**config.mk**
```make
export PLATFORM = sky130hd
export DESIGN_NAME = sampled_values_frame_validator
export DESIGN_NICKNAME = d
export VERILOG_FILES = /design/src/sv/svfv_pkg.sv /design/src/sv/sampled_values_frame_validator.sv /design/src/sv/svfv_parser.sv /design/src/sv/svfv_out_queue.sv
export SDC_FILE = /design/constraint.sdc
export NUM_CORES = 2
export LEC_CHECK = 0
export BUFFER_PORTS_ARGS = -buffer_cell sky130_fd_sc_hd__clkbuf_2
export CORE_MARGIN = 4
export CORE_UTILIZATION = 27
export DETAILED_ROUTE_END_ITERATION = 10
export SETUP_SLACK_MARGIN = 0.3
export SLEW_MARGIN = 30
export SYNTH_ARGS = -nofsm -noshare
export SYNTH_HDL_FRONTEND = slang
export SYNTH_SLANG_ARGS = --single-unit
```
**constraint.sdc**
```tcl
create_clock -name clk -period 23.5 [get_ports clk]
set_clock_uncertainty 0.1 [all_clocks]
set_input_delay 7.05 -clock clk [delete_from_list [all_inputs] [get_ports clk]]
set_output_delay 7.05 -clock clk [all_outputs]
set_load 0.02 [all_outputs]
```
**src/sv/svfv_pkg.sv**
```systemverilog
// Shared types and constants for the sampled-values frame validator.
// No dependencies; imported by the parser, the result queue and the top level.
package svfv_pkg;

    // parse phases
    localparam logic [2:0] PH_IDLE  = 3'd0;
    localparam logic [2:0] PH_HEAD  = 3'd1;
    localparam logic [2:0] PH_TAG   = 3'd2;
    localparam logic [2:0] PH_LEN1  = 3'd3;
    localparam logic [2:0] PH_LENN  = 3'd4;
    localparam logic [2:0] PH_VALUE = 3'd5;
    localparam logic [2:0] PH_DONE  = 3'd6;

    // nesting level of the BER walk
    localparam logic [2:0] CX_PDU    = 3'd0;
    localparam logic [2:0] CX_NOASDU = 3'd1;
    localparam logic [2:0] CX_SEQ    = 3'd2;
    localparam logic [2:0] CX_ASDU   = 3'd3;
    localparam logic [2:0] CX_FIELD  = 3'd4;

    // status codes
    localparam logic [3:0] ST_OK       = 4'd0;
    localparam logic [3:0] ST_SHORT    = 4'd1;
    localparam logic [3:0] ST_NOT_SV   = 4'd2;
    localparam logic [3:0] ST_BAD_PDU  = 4'd3;
    localparam logic [3:0] ST_BAD_HDR  = 4'd4;
    localparam logic [3:0] ST_BAD_ASDU = 4'd5;
    localparam logic [3:0] ST_BAD_FLD  = 4'd6;
    localparam logic [3:0] ST_QUALITY  = 4'd7;
    localparam logic [3:0] ST_COUNT    = 4'd8;
    localparam logic [3:0] ST_SVID_LONG = 4'd9;

    // tags
    localparam logic [7:0] TAG_PDU      = 8'h60;
    localparam logic [7:0] TAG_SEQ      = 8'hA2;
    localparam logic [7:0] TAG_ASDU     = 8'h30;
    localparam logic [7:0] TAG_SVID     = 8'h80;
    localparam logic [7:0] TAG_DATSET   = 8'h81;
    localparam logic [7:0] TAG_SMPCNT   = 8'h82;
    localparam logic [7:0] TAG_CONFREV  = 8'h83;
    localparam logic [7:0] TAG_REFRTM   = 8'h84;
    localparam logic [7:0] TAG_SMPSYNCH = 8'h85;
    localparam logic [7:0] TAG_SMPRATE  = 8'h86;
    localparam logic [7:0] TAG_DATA     = 8'h87;
    localparam logic [7:0] TAG_SMPMOD   = 8'h88;

    localparam logic [15:0] ETH_VLAN = 16'h8100;
    localparam logic [15:0] ETH_SV   = 16'h88BA;
    localparam logic [4:0]  HB_PLAIN = 5'd14;
    localparam logic [4:0]  HB_VLAN  = 5'd18;
    localparam logic [4:0]  FOUND_ALL = 5'h1F;
    localparam int          MIN_FRAME_BYTES = 64;

    typedef struct packed {
        logic [3:0]  status;
        logic [47:0] dest_mac;
        logic [15:0] app_id;
        logic [15:0] asdu_count;
        logic [31:0] conf_rev;
        logic [15:0] sample_count;
        logic [10:0] svid_offset;
        logic [7:0]  svid_length;
    } svfv_result_t;

    // error reported for a fault at a given nesting level
    function automatic logic [3:0] ctx_error(input logic [2:0] ctx);
        logic [3:0] e;
        case (ctx)
            CX_PDU:    e = ST_BAD_PDU;
            CX_NOASDU: e = ST_BAD_HDR;
            CX_SEQ:    e = ST_BAD_HDR;
            CX_ASDU:   e = ST_BAD_ASDU;
            default:   e = ST_BAD_FLD;
        endcase
        return e;
    endfunction

    // tag expected at the outer levels
    function automatic logic [7:0] want_tag(input logic [2:0] ctx);
        logic [7:0] t;
        case (ctx)
            CX_PDU:    t = TAG_PDU;
            CX_NOASDU: t = TAG_SVID;
            CX_SEQ:    t = TAG_SEQ;
            default:   t = TAG_ASDU;
        endcase
        return t;
    endfunction

endpackage

```
**src/sv/sampled_values_frame_validator.sv**
```systemverilog
// Top level of the sampled-values frame validator: config registers, parser, queue.
// Depends on svfv_pkg, svfv_parser and svfv_out_queue.
//
// Usage:
//   Input channel (in_valid / in_stall) carries one frame byte per beat with
//   frame_length and last_byte; one result beat leaves on the output channel
//   (out_valid / out_stall) for each beat marked last_byte.
//   Throughput is one byte per cycle while in_stall is low: each byte is
//   handled in a single pass of the parser logic between its state
//   registers and the result queue. A result is pushed into the queue when
//   its last byte is accepted and is shown after any older queued result.
//   Results wait in a two-entry queue; in_stall rises only when both entries
//   are full, so a stalled receiver holds the queue and back-pressures input.
//   The config channel (cfg_valid / cfg_ready) is always ready; index 0 is the
//   sample data field length, index 1 the good quality word. Write it only
//   while no frame is in flight.
//   Reset clears the parser and the queue and loads the register defaults;
//   the svID store needs no clearing, each frame writes before it reads.
module sampled_values_frame_validator #(
    parameter int MAX_SVID_BYTES  = 128,
    parameter int MAX_FRAME_BYTES = 2048,
    parameter int CHANNEL_BYTES   = 8,
    parameter int VALUE_BYTES     = 4,
    parameter int QUALITY_BYTES   = 4
) (
    input  logic        clk,
    input  logic        rst_n,
    input  logic        in_valid,
    output logic        in_stall,
    input  logic [7:0]  data_byte,
    input  logic [11:0] frame_length,
    input  logic        last_byte,
    output logic        out_valid,
    input  logic        out_stall,
    output logic [3:0]  status,
    output logic [47:0] dest_mac,
    output logic [15:0] app_id,
    output logic [15:0] asdu_count,
    output logic [31:0] conf_rev,
    output logic [15:0] sample_count,
    output logic [10:0] svid_offset,
    output logic [7:0]  svid_length,
    input  logic        cfg_valid,
    output logic        cfg_ready,
    input  logic        cfg_index,
    input  logic [31:0] cfg_data
);
    import svfv_pkg::*;

    localparam logic CFG_DATA_LEN = 1'b0;
    localparam logic CFG_QUALITY  = 1'b1;

    logic [10:0]  data_field_length_reg;
    logic [31:0]  quality_good_value_reg;
    logic         accept;
    logic         full;
    logic         res_valid;
    svfv_result_t res;
    svfv_result_t out_data;

    assign cfg_ready = 1'b1;
    assign in_stall = full;
    assign accept = in_valid && !in_stall;

    // configuration registers
    always_ff @(posedge clk or negedge rst_n)
    begin
        if (!rst_n)
        begin
            data_field_length_reg <= 11'd64;
            quality_good_value_reg <= 32'd0;
        end
        else if (cfg_valid && cfg_ready)
        begin
            case (cfg_index)
                CFG_DATA_LEN: data_field_length_reg <= cfg_data[10:0];
                CFG_QUALITY:  quality_good_value_reg <= cfg_data;
                default:
                begin
                end
            endcase
        end
    end

    svfv_parser #(
        .MAX_SVID_BYTES  (MAX_SVID_BYTES),
        .MAX_FRAME_BYTES (MAX_FRAME_BYTES),
        .CHANNEL_BYTES   (CHANNEL_BYTES),
        .VALUE_BYTES     (VALUE_BYTES),
        .QUALITY_BYTES   (QUALITY_BYTES)
    ) u_parser (
        .clk                (clk),
        .rst_n              (rst_n),
        .accept             (accept),
        .data_byte          (data_byte),
        .frame_length       (frame_length),
        .last_byte          (last_byte),
        .data_field_length  (data_field_length_reg),
        .quality_good_value (quality_good_value_reg),
        .res_valid          (res_valid),
        .res                (res)
    );

    svfv_out_queue u_queue (
        .clk       (clk),
        .rst_n     (rst_n),
        .push      (res_valid),
        .push_data (res),
        .full      (full),
        .out_valid (out_valid),
        .out_stall (out_stall),
        .out_data  (out_data)
    );

    // result beat fields
    assign status       = out_data.status;
    assign dest_mac     = out_data.dest_mac;
    assign app_id       = out_data.app_id;
    assign asdu_count   = out_data.asdu_count;
    assign conf_rev     = out_data.conf_rev;
    assign sample_count = out_data.sample_count;
    assign svid_offset  = out_data.svid_offset;
    assign svid_length  = out_data.svid_length;

endmodule

```
**src/sv/svfv_parser.sv**
```systemverilog
// Byte-wide frame parser: header checks, BER walk, svID store and verdict.
// Depends on svfv_pkg.
module svfv_parser #(
    parameter int MAX_SVID_BYTES  = 128,
    parameter int MAX_FRAME_BYTES = 2048,
    parameter int CHANNEL_BYTES   = 8,
    parameter int VALUE_BYTES     = 4,
    parameter int QUALITY_BYTES   = 4
) (
    input  logic                  clk,
    input  logic                  rst_n,
    input  logic                  accept,
    input  logic [7:0]            data_byte,
    input  logic [11:0]           frame_length,
    input  logic                  last_byte,
    input  logic [10:0]           data_field_length,
    input  logic [31:0]           quality_good_value,
    output logic                  res_valid,
    output svfv_pkg::svfv_result_t res
);
    import svfv_pkg::*;

    localparam int SV_AW = (MAX_SVID_BYTES > 1) ? $clog2(MAX_SVID_BYTES) : 1;
    localparam int CH_W  = (CHANNEL_BYTES > 1) ? $clog2(CHANNEL_BYTES) : 1;
    localparam bit QUAL_ON = (QUALITY_BYTES <= CHANNEL_BYTES);

    logic [2:0]  phase_reg, phase_next;
    logic [2:0]  ctx_reg, ctx_next;
    logic [11:0] pos_reg, pos_next;
    logic [11:0] frame_end_reg, frame_end_next;
    logic [4:0]  hdr_base_reg, hdr_base_next;
    logic [11:0] pdu_end_reg, pdu_end_next;
    logic [11:0] seq_end_reg, seq_end_next;
    logic [11:0] asdu_end_reg, asdu_end_next;
    logic [11:0] vstart_reg, vstart_next;
    logic [11:0] vend_reg, vend_next;
    logic [31:0] acc_reg, acc_next;
    logic [2:0]  octets_reg, octets_next;
    logic [7:0]  prev_tag_reg, prev_tag_next;
    logic [4:0]  found_reg, found_next;
    logic [7:0]  first_len_reg, first_len_next;
    logic [11:0] svid_off_reg, svid_off_next;
    logic [15:0] declared_reg, declared_next;
    logic [15:0] seen_reg, seen_next;
    logic [31:0] first_conf_reg, first_conf_next;
    logic [15:0] first_smp_reg, first_smp_next;
    logic [31:0] cur_conf_reg, cur_conf_next;
    logic [15:0] cur_smp_reg, cur_smp_next;
    logic [31:0] fvs_reg, fvs_next;
    logic [31:0] qword_reg, qword_next;
    logic [CH_W-1:0] ch_cnt_reg, ch_cnt_next;
    logic        differs_reg, differs_next;
    logic [3:0]  err_reg, err_next;
    logic [47:0] mac_reg, mac_next;
    logic [15:0] app_reg, app_next;

    // svID store
    logic [7:0]       svid_mem [MAX_SVID_BYTES];
    logic             mem_we;
    logic [SV_AW-1:0] mem_waddr;
    logic [SV_AW-1:0] mem_raddr;
    logic [7:0]       mem_rdata_reg;
    logic [11:0]      rd_off;

    function automatic logic [11:0] region(input logic [2:0] ctx, input logic [11:0] fe,
                                           input logic [11:0] pe, input logic [11:0] se,
                                           input logic [11:0] ae);
        logic [11:0] l;
        case (ctx)
            CX_PDU:    l = fe;
            CX_NOASDU: l = pe;
            CX_SEQ:    l = pe;
            CX_ASDU:   l = se;
            default:   l = ae;
        endcase
        return l;
    endfunction

    // next-state logic for one accepted beat
    always_comb
    begin
        logic [11:0] p;
        logic [11:0] lim;
        logic [11:0] room;
        logic [11:0] lenp;
        logic [11:0] off;
        logic        fin;
        logic        bv;
        logic        hfail;
        logic [CH_W-1:0] r;

        phase_next = phase_reg;       ctx_next = ctx_reg;
        pos_next = pos_reg;           frame_end_next = frame_end_reg;
        hdr_base_next = hdr_base_reg; pdu_end_next = pdu_end_reg;
        seq_end_next = seq_end_reg;   asdu_end_next = asdu_end_reg;
        vstart_next = vstart_reg;     vend_next = vend_reg;
        acc_next = acc_reg;           octets_next = octets_reg;
        prev_tag_next = prev_tag_reg; found_next = found_reg;
        first_len_next = first_len_reg; svid_off_next = svid_off_reg;
        declared_next = declared_reg; seen_next = seen_reg;
        first_conf_next = first_conf_reg; first_smp_next = first_smp_reg;
        cur_conf_next = cur_conf_reg; cur_smp_next = cur_smp_reg;
        fvs_next = fvs_reg;           qword_next = qword_reg;
        ch_cnt_next = ch_cnt_reg;     differs_next = differs_reg;
        err_next = err_reg;           mac_next = mac_reg;
        app_next = app_reg;
        mem_we = 1'b0;
        mem_waddr = '0;
        res_valid = 1'b0;
        res = '0;
        p = '0; lim = '0; room = '0; lenp = '0; off = '0;
        fin = 1'b0; bv = 1'b0; hfail = 1'b0; r = '0;

        if (accept)
        begin
            // frame start
            if (phase_reg == PH_IDLE)
            begin
                pos_next = '0; frame_end_next = frame_length; hdr_base_next = '0;
                pdu_end_next = '0; seq_end_next = '0; asdu_end_next = '0;
                vstart_next = '0; vend_next = '0; acc_next = '0; octets_next = '0;
                prev_tag_next = '0; found_next = '0; first_len_next = '0;
                svid_off_next = '0; declared_next = '0; seen_next = '0;
                first_conf_next = '0; first_smp_next = '0; cur_conf_next = '0;
                cur_smp_next = '0; fvs_next = '0; qword_next = '0; ch_cnt_next = '0;
                differs_next = 1'b0; err_next = ST_OK; mac_next = '0; app_next = '0;
                ctx_next = CX_PDU;
                phase_next = PH_HEAD;
                if (32'(frame_length) < MIN_FRAME_BYTES
                    || 32'(frame_length) > MAX_FRAME_BYTES)
                begin
                    err_next = ST_SHORT;
                    phase_next = PH_DONE;
                end
            end

            if (phase_next != PH_DONE)
            begin
                p = pos_next;
                pos_next = p + 12'd1;

                // byte handling by phase
                case (phase_next)
                    PH_HEAD:
                    begin
                        if (p < 12'd6)
                            mac_next = {mac_next[39:0], data_byte};
                        if (p == 12'd12)
                            fvs_next = {24'd0, data_byte};
                        if (p == 12'd13)
                        begin
                            if ({fvs_next[7:0], data_byte} == ETH_VLAN)
                                hdr_base_next = HB_VLAN;
                            else if ({fvs_next[7:0], data_byte} == ETH_SV)
                                hdr_base_next = HB_PLAIN;
                            else
                                hfail = 1'b1;
                        end
                        if (!hfail && hdr_base_next == HB_VLAN && p == 12'd16)
                            fvs_next = {24'd0, data_byte};
                        if (!hfail && hdr_base_next == HB_VLAN && p == 12'd17
                            && {fvs_next[7:0], data_byte} != ETH_SV)
                            hfail = 1'b1;
                        if (hfail)
                        begin
                            err_next = ST_NOT_SV;
                            phase_next = PH_DONE;
                        end
                        else if (hdr_base_next != 5'd0)
                        begin
                            if (p == 12'(hdr_base_next))
                                app_next[15:8] = data_byte;
                            if (p == 12'(hdr_base_next) + 12'd1)
                                app_next[7:0] = data_byte;
                            if (p == 12'(hdr_base_next) + 12'd7)
                            begin
                                ctx_next = CX_PDU;
                                phase_next = PH_TAG;
                            end
                        end
                    end
                    PH_TAG:
                    begin
                        if (ctx_next == CX_FIELD)
                        begin
                            if (data_byte <= prev_tag_next)
                            begin
                                err_next = ST_BAD_FLD;
                                phase_next = PH_DONE;
                            end
                            else
                            begin
                                prev_tag_next = data_byte;
                                phase_next = PH_LEN1;
                            end
                        end
                        else if (data_byte != want_tag(ctx_next))
                        begin
                            err_next = ctx_error(ctx_next);
                            phase_next = PH_DONE;
                        end
                        else
                            phase_next = PH_LEN1;
                    end
                    PH_LEN1:
                    begin
                        if (!data_byte[7])
                        begin
                            acc_next = {24'd0, data_byte};
                            fin = 1'b1;
                        end
                        else
                        begin
                            lim = region(ctx_next, frame_end_next, pdu_end_next,
                                         seq_end_next, asdu_end_next);
                            room = lim - pos_next;
                            if (data_byte[6:0] == 7'd0 || data_byte[6:0] > 7'd4
                                || {5'd0, data_byte[6:0]} > room)
                            begin
                                err_next = ctx_error(ctx_next);
                                phase_next = PH_DONE;
                            end
                            else
                            begin
                                octets_next = data_byte[2:0];
                                acc_next = '0;
                                phase_next = PH_LENN;
                            end
                        end
                    end
                    PH_LENN:
                    begin
                        acc_next = {acc_next[23:0], data_byte};
                        octets_next = octets_next - 3'd1;
                        if (octets_next == 3'd0)
                            fin = 1'b1;
                    end
                    PH_VALUE:
                    begin
                        off = p - vstart_next;
                        fvs_next = {fvs_next[23:0], data_byte};
                        if (ctx_next == CX_FIELD && prev_tag_next == TAG_SVID)
                        begin
                            if (seen_next == 16'd0)
                            begin
                                if (32'(off) < MAX_SVID_BYTES)
                                begin
                                    mem_we = 1'b1;
                                    mem_waddr = off[SV_AW-1:0];
                                end
                            end
                            else if (!differs_next)
                            begin
                                if (32'(off) >= MAX_SVID_BYTES || mem_rdata_reg != data_byte)
                                    differs_next = 1'b1;
                            end
                        end
                        else if (ctx_next == CX_FIELD && prev_tag_next == TAG_DATA
                                 && 32'(off) >= VALUE_BYTES && QUAL_ON)
                        begin
                            // quality word of each channel
                            r = ch_cnt_next;
                            ch_cnt_next = (32'(r) == CHANNEL_BYTES - 1) ? '0 : r + 1'b1;
                            if (r == '0)
                                qword_next = '0;
                            if (32'(r) < QUALITY_BYTES)
                                qword_next = {qword_next[23:0], data_byte};
                            if (32'(r) == QUALITY_BYTES - 1
                                && qword_next != quality_good_value)
                            begin
                                err_next = ST_QUALITY;
                                phase_next = PH_DONE;
                            end
                        end
                    end
                    default:
                    begin
                    end
                endcase

                // complete length: bound check, then act on it
                if (fin)
                begin
                    lim = region(ctx_next, frame_end_next, pdu_end_next,
                                 seq_end_next, asdu_end_next);
                    room = lim - pos_next;
                    lenp = pos_next + acc_next[11:0];
                    if (acc_next > {20'd0, room})
                    begin
                        err_next = ctx_error(ctx_next);
                        phase_next = PH_DONE;
                    end
                    else
                    begin
                        case (ctx_next)
                            CX_PDU:
                            begin
                                pdu_end_next = lenp;
                                ctx_next = CX_NOASDU;
                                phase_next = PH_TAG;
                            end
                            CX_NOASDU:
                            begin
                                if (acc_next == 32'd0 || acc_next > 32'd2)
                                begin
                                    err_next = ST_BAD_HDR;
                                    phase_next = PH_DONE;
                                end
                                else
                                    bv = 1'b1;
                            end
                            CX_SEQ:
                            begin
                                seq_end_next = lenp;
                                if (lenp != pdu_end_next)
                                begin
                                    err_next = ST_BAD_HDR;
                                    phase_next = PH_DONE;
                                end
                                else
                                begin
                                    ctx_next = CX_ASDU;
                                    phase_next = PH_TAG;
                                end
                            end
                            CX_ASDU:
                            begin
                                asdu_end_next = lenp;
                                ctx_next = CX_FIELD;
                                phase_next = PH_TAG;
                                prev_tag_next = '0;
                                found_next = '0;
                                differs_next = 1'b0;
                                cur_conf_next = '0;
                                cur_smp_next = '0;
                            end
                            default:
                            begin
                                bv = 1'b1;
                                case (prev_tag_next)
                                    TAG_SVID:
                                    begin
                                        if (acc_next == 32'd0)
                                            bv = 1'b0;
                                        else if (seen_next == 16'd0)
                                        begin
                                            if (acc_next > MAX_SVID_BYTES)
                                            begin
                                                bv = 1'b0;
                                                err_next = ST_SVID_LONG;
                                                phase_next = PH_DONE;
                                            end
                                            else
                                            begin
                                                first_len_next = acc_next[7:0];
                                                svid_off_next = pos_next;
                                            end
                                        end
                                        else if (acc_next != {24'd0, first_len_next})
                                            differs_next = 1'b1;
                                        if (bv)
                                            found_next[0] = 1'b1;
                                    end
                                    TAG_DATSET:  bv = (acc_next != 32'd0);
                                    TAG_SMPCNT:
                                    begin
                                        bv = (acc_next == 32'd2);
                                        found_next[1] = found_next[1] | bv;
                                    end
                                    TAG_CONFREV:
                                    begin
                                        bv = (acc_next == 32'd4);
                                        found_next[2] = found_next[2] | bv;
                                    end
                                    TAG_REFRTM:  bv = (acc_next == 32'd8);
                                    TAG_SMPSYNCH:
                                    begin
                                        bv = (acc_next == 32'd1);
                                        found_next[3] = found_next[3] | bv;
                                    end
                                    TAG_SMPRATE: bv = (acc_next == 32'd2);
                                    TAG_SMPMOD:  bv = (acc_next == 32'd2);
                                    TAG_DATA:
                                    begin
                                        bv = (acc_next == {21'd0, data_field_length});
                                        found_next[4] = found_next[4] | bv;
                                    end
                                    default:     bv = 1'b0;
                                endcase
                                if (!bv && phase_next != PH_DONE)
                                begin
                                    err_next = ST_BAD_FLD;
                                    phase_next = PH_DONE;
                                end
                            end
                        endcase
                        // open a value
                        if (bv)
                        begin
                            vstart_next = pos_next;
                            vend_next = lenp;
                            fvs_next = '0;
                            qword_next = '0;
                            ch_cnt_next = '0;
                            phase_next = PH_VALUE;
                        end
                    end
                end

                // value finished
                if (phase_next == PH_VALUE && pos_next >= vend_next)
                begin
                    if (ctx_next == CX_NOASDU)
                    begin
                        declared_next = fvs_next[15:0];
                        if (fvs_next[15:0] == 16'd0)
                        begin
                            err_next = ST_BAD_HDR;
                            phase_next = PH_DONE;
                        end
                        else
                        begin
                            ctx_next = CX_SEQ;
                            phase_next = PH_TAG;
                        end
                    end
                    else
                    begin
                        if (prev_tag_next == TAG_SMPCNT)
                            cur_smp_next = fvs_next[15:0];
                        else if (prev_tag_next == TAG_CONFREV)
                            cur_conf_next = fvs_next;
                        phase_next = PH_TAG;
                    end
                end

                // container end reached
                if (phase_next inside {PH_TAG, PH_LEN1, PH_LENN})
                begin
                    lim = region(ctx_next, frame_end_next, pdu_end_next,
                                 seq_end_next, asdu_end_next);
                    if (pos_next >= lim)
                    begin
                        if (phase_next != PH_TAG)
                        begin
                            err_next = ctx_error(ctx_next);
                            phase_next = PH_DONE;
                        end
                        else if (ctx_next == CX_FIELD)
                        begin
                            // close the ASDU
                            if (found_next != FOUND_ALL)
                            begin
                                err_next = ST_BAD_FLD;
                                phase_next = PH_DONE;
                            end
                            else if (seen_next != 16'd0
                                     && (differs_next || cur_conf_next != first_conf_next))
                            begin
                                err_next = ST_BAD_FLD;
                                phase_next = PH_DONE;
                            end
                            else
                            begin
                                if (seen_next == 16'd0)
                                begin
                                    first_conf_next = cur_conf_next;
                                    first_smp_next = cur_smp_next;
                                end
                                seen_next = seen_next + 16'd1;
                                ctx_next = CX_ASDU;
                                if (pos_next >= seq_end_next)
                                begin
                                    err_next = (seen_next == declared_next) ? ST_OK : ST_COUNT;
                                    phase_next = PH_DONE;
                                end
                            end
                        end
                        else if (ctx_next == CX_ASDU)
                        begin
                            err_next = (seen_next == declared_next) ? ST_OK : ST_COUNT;
                            phase_next = PH_DONE;
                        end
                        else
                        begin
                            err_next = ctx_error(ctx_next);
                            phase_next = PH_DONE;
                        end
                    end
                end
            end

            // verdict on the last beat
            if (last_byte)
            begin
                res_valid = 1'b1;
                res.status = (phase_next == PH_DONE) ? err_next : ST_SHORT;
                if (res.status == ST_OK)
                begin
                    res.dest_mac = mac_next;
                    res.app_id = app_next;
                    res.asdu_count = declared_next;
                    res.conf_rev = first_conf_next;
                    res.sample_count = first_smp_next;
                    res.svid_offset = svid_off_next[10:0];
                    res.svid_length = first_len_next;
                end
                phase_next = PH_IDLE;
            end
        end
    end

    // read address of the next value byte
    assign rd_off = pos_next - vstart_next;
    assign mem_raddr = rd_off[SV_AW-1:0];

    // svID store
    always_ff @(posedge clk)
    begin
        if (mem_we)
            svid_mem[mem_waddr] <= data_byte;
        mem_rdata_reg <= svid_mem[mem_raddr];
    end

    // state registers
    always_ff @(posedge clk or negedge rst_n)
    begin
        if (!rst_n)
        begin
            phase_reg <= PH_IDLE;       ctx_reg <= CX_PDU;
            pos_reg <= '0;              frame_end_reg <= '0;
            hdr_base_reg <= '0;         pdu_end_reg <= '0;
            seq_end_reg <= '0;          asdu_end_reg <= '0;
            vstart_reg <= '0;           vend_reg <= '0;
            acc_reg <= '0;              octets_reg <= '0;
            prev_tag_reg <= '0;         found_reg <= '0;
            first_len_reg <= '0;        svid_off_reg <= '0;
            declared_reg <= '0;         seen_reg <= '0;
            first_conf_reg <= '0;       first_smp_reg <= '0;
            cur_conf_reg <= '0;         cur_smp_reg <= '0;
            fvs_reg <= '0;              qword_reg <= '0;
            ch_cnt_reg <= '0;           differs_reg <= 1'b0;
            err_reg <= ST_OK;           mac_reg <= '0;
            app_reg <= '0;
        end
        else
        begin
            phase_reg <= phase_next;       ctx_reg <= ctx_next;
            pos_reg <= pos_next;           frame_end_reg <= frame_end_next;
            hdr_base_reg <= hdr_base_next; pdu_end_reg <= pdu_end_next;
            seq_end_reg <= seq_end_next;   asdu_end_reg <= asdu_end_next;
            vstart_reg <= vstart_next;     vend_reg <= vend_next;
            acc_reg <= acc_next;           octets_reg <= octets_next;
            prev_tag_reg <= prev_tag_next; found_reg <= found_next;
            first_len_reg <= first_len_next; svid_off_reg <= svid_off_next;
            declared_reg <= declared_next; seen_reg <= seen_next;
            first_conf_reg <= first_conf_next; first_smp_reg <= first_smp_next;
            cur_conf_reg <= cur_conf_next; cur_smp_reg <= cur_smp_next;
            fvs_reg <= fvs_next;           qword_reg <= qword_next;
            ch_cnt_reg <= ch_cnt_next;     differs_reg <= differs_next;
            err_reg <= err_next;           mac_reg <= mac_next;
            app_reg <= app_next;
        end
    end

endmodule

```
**src/sv/svfv_out_queue.sv**
```systemverilog
// Two-entry result register queue between the parser and the output channel.
// Depends on svfv_pkg.
module svfv_out_queue (
    input  logic                  clk,
    input  logic                  rst_n,
    input  logic                  push,
    input  svfv_pkg::svfv_result_t push_data,
    output logic                  full,
    output logic                  out_valid,
    input  logic                  out_stall,
    output svfv_pkg::svfv_result_t out_data
);
    import svfv_pkg::*;

    svfv_result_t slot_reg [2];
    logic         wr_ptr_reg, wr_ptr_next;
    logic         rd_ptr_reg, rd_ptr_next;
    logic [1:0]   count_reg, count_next;
    logic         pop;

    assign full = (count_reg == 2'd2);
    assign out_valid = (count_reg != 2'd0);
    assign out_data = slot_reg[rd_ptr_reg];
    assign pop = out_valid && !out_stall;

    // pointer and fill bookkeeping
    always_comb
    begin
        wr_ptr_next = push ? ~wr_ptr_reg : wr_ptr_reg;
        rd_ptr_next = pop ? ~rd_ptr_reg : rd_ptr_reg;
        count_next = count_reg + {1'b0, push} - {1'b0, pop};
    end

    always_ff @(posedge clk or negedge rst_n)
    begin
        if (!rst_n)
        begin
            wr_ptr_reg <= 1'b0;
            rd_ptr_reg <= 1'b0;
            count_reg <= 2'd0;
        end
        else
        begin
            wr_ptr_reg <= wr_ptr_next;
            rd_ptr_reg <= rd_ptr_next;
            count_reg <= count_next;
        end
    end

    // payload slots
    always_ff @(posedge clk)
    begin
        if (push)
            slot_reg[wr_ptr_reg] <= push_data;
    end

endmodule
```
==> metrics.cfg <==
[yosys]
yosys-top-cells-count = edfxtp_1 (1,326), nand2_1 (649), dfrtp_1 (472)
synth_edf_count = 1326
synth_top_area_frac = 0.464
synth_fp_nets = 6607
synth_area_leaders = edfxtp_1 (46%), dfrtp_1 (14%), mux4_2 (8.8%), mux2_2 (3.0%), nand2_1 (2.8%)
syn_inst = 6415
synth.most_common_cell = edfxtp_1
yosys_warnings = 0
ys_types = 101
async_reset_ff_frac = 0.262
synth_top_cell_by_area = edfxtp_1
synth_area_per_cell_um2 = 13.4
yosysSeqAreaShare = 0.604
synth_top_flop_cell = edfxtp_1
syn_area_mm2 = 0.0858
synth_seq_cells = 1807

[drt]
num_vias = 59300
drc = 0
routed_wl_um = 287000
viasPerCell = 5.43
wl_per_cell_um = 26.2
drt_iter0_markers = 7866
drt_pass1_iterations = 6
ant_nets = 0

[worst_setup_path]
crit_required_ns = 23.96
worstPathMaxFanout = 46
start_kind = primary input
path_class = in -> reg
worstPathArrival_ns = 22.46
worstSetupEndpointType = flop
cpMaxStageDelayCell = or4b_2
crit_path_frequent_cell = a21oi_1
critPathMaxStageDelay_ns = 0.58
rrSetupSlack_ns = 5.56

[clocking]
tritoncts = built
clkLatencyLatePin_ns = 0.88
cts_max_level = 4
postCtsSetupBuffers = 0
numCtsBuffers = 191
cts_max_path_buffers = 4
clock-sinks = 1807
root_buffer = clkbuf_16
clkTransAtPathRegs_ns = 0.06

[final_layout]
multi_input_area_mm2 = 0.0323
area_delta_synth_final_pct = 15.6
final-seq-area_mm2 = 0.0518
finalNetCount = 6800
fin_area_mm2 = 0.0992
drive_gt1_frac = 0.217
largest_reg_flops = 1024
nFillCells = 31000

[timing]
slew_violations = 0
fin_crit_ns = 22.00
clock.fmax_mhz = 45.4
setup-violations-final = 0
timing.slew.headroom = 0.265
tightest_slew_ns = 1.10
hold_violations = 0
finalCritPeriodShare = 0.936
tns_ns = 0
rsz0062_at_grt = true
setup_ws_ns = 1.50

[floorplan]
die-area_mm2 = 0.327
core_area_mm2 = 0.316
io_pins = 213
start_util = 0.272
die_x_um = 572
die_h_um = 572
rows = 206

[placement]
portBuffers = 211
place_ws_ns = 0.322
dpl_cell_area_mm2 = 0.0928
routabilityCongestion = 0.959
place_hpwl_um = 193000

[status]
status = complete, no violations

[power]
power_mw = 11.5
p_per_area_mw_per_mm2 = 116
leakagePower_nw = 34.4
irDropWorstVdd_uv = 144

[global_routing]
grt_pass1_wl_um = 415000
grt_use_total = 0.169
first_global_vias = 57800
grt_overflow = 0
grt_max_degree = 119
antenna_found_initial = 15

[run]
maxCapViolCount = 0

[min_path]
hp-class = reg -> reg

==> area by class of cell <==
| class | count | share of cell area |
|---|---|---|
| Inverter | 123 | 0.00466 |
| Tap cell | 4160 | 0.0525 |
| Clock buffer | 237 | 0.0515 |
| Timing Repair Buffer | 434 | 0.0316 |
| Sequential cell | 1807 | 0.522 |
| Multi-Input combinational cell | 4051 | 0.326 |
| Antenna cell | 6 | 0.000151 |
| Clock inverter | 104 | 0.0112 |
==> power breakdown <==
group / switching [mW] / internal, mW / leakage, nW / total, mW
clock: 1.28 / 1.78 / 3.04 / 3.06
combinational: 2.94 / 1.78 / 12.7 / 4.72
sequential: 0.132 / 3.57 / 18.6 / 3.70
==> final timing paths <==
path,start,end,cells past startpoint
max,data_byte[3],u_queue.slot_reg[0][114]$_DFFE_PP_,85
min in group asynchronous,rst_n,u_queue.wr_ptr_reg$_DFFE_PN0P_,1
max reg2reg,u_parser.phase_reg[1]$_DFFE_PN0P_,u_queue.slot_reg[0][114]$_DFFE_PP_,87
min,u_parser.frame_end_reg[10]$_DFFE_PN0P_,u_parser.frame_end_reg[10]$_DFFE_PN0P_,2
max in group asynchronous,rst_n,u_parser.qword_reg[11]$_DFFE_PN0P_,6
min reg2reg,u_parser.frame_end_reg[10]$_DFFE_PN0P_,u_parser.frame_end_reg[10]$_DFFE_PN0P_,2
==> critical path: cells and delay by family <==
family                   cells  cell delay (ns)
AO/OA/AOI/OAI               38             6.64
AND/OR/NAND/NOR             36             6.39
adder cells (fa/ha/maj)      5             1.28
buffers and inverters        5             0.94
XOR/XNOR                     1             0.09
==> stage by stage <==
stage	hold WS, ns	cells	utilization
final	0.381	10900	0.314
after global routing	0.405	10900	0.314
after CTS	0.381	10900	0.313
after detailed placement	0.367	10600	0.294
after global placement	0.354	10600	0.293
after floorplan	0.340	6415	-
==> kinds of logic after synthesis <==
family / synth area share
DFF: 0.604
and+or+nand+nor: 0.0946
AOI/OAI and AO/OA: 0.118
muxes: 0.122
buffers and inverters: 0.0256
xor gates and xnor gates: 0.0162
adders and majority gates: 0.0198
other: 0.0000437
==> per-layer routing <==
| metal | routed length (um) | part of all wire | track usage |
|---|---|---|---|
| met1 | 122000 | 0.42 | 0.236 |
| met5 | 21 | 0.000073 | 0 |
| met2 | 128000 | 0.45 | 0.261 |
| met4 | 9140 | 0.032 | 0.0479 |
| met3 | 27500 | 0.096 | 0.0420 |
==> cells in the final DEF (no fill, tap or decap), types with 37 or more instances in the layout <==
cell type / synthesis / final
mux4_2: 336 / 336
a31oi_1: 52 / 51
xnor2_1: 99 / 90
inv_1: 121 / 121
a22o_1: 214 / 214
edfxtp_1: 1326 / 1326
a211oi_1: 46 / 43
a21o_1: 38 / 38
a21oi_1: 273 / 270
nor2_1: 403 / 394
xor2_1: 57 / 55
mux2_2: 227 / 227
nand3_1: 131 / 128
clkbuf_2: 1 / 202
nand2_1: 649 / 643
ha_1: 128 / 127
a22oi_1: 51 / 51
o31ai_1: 42 / 39
and3_1: 64 / 64
o22ai_1: 48 / 48
clkbuf_16: 0 / 195
o21ai_0: 355 / 349
nand2b_1: 37 / 37
nor3_1: 119 / 113
buf_4: 3 / 195
dfrtp_1: 472 / 470
nand4_1: 45 / 45
==> timing repair <==
| item | in CTS | in global routing |
|---|---|---|
| endpoints found under the setup margin | 0 | 294 |
| hold buffers | 0 | 0 |
| resized for setup | 0 | 24 |
Note: power is estimated with default switching activity, not from simulation.
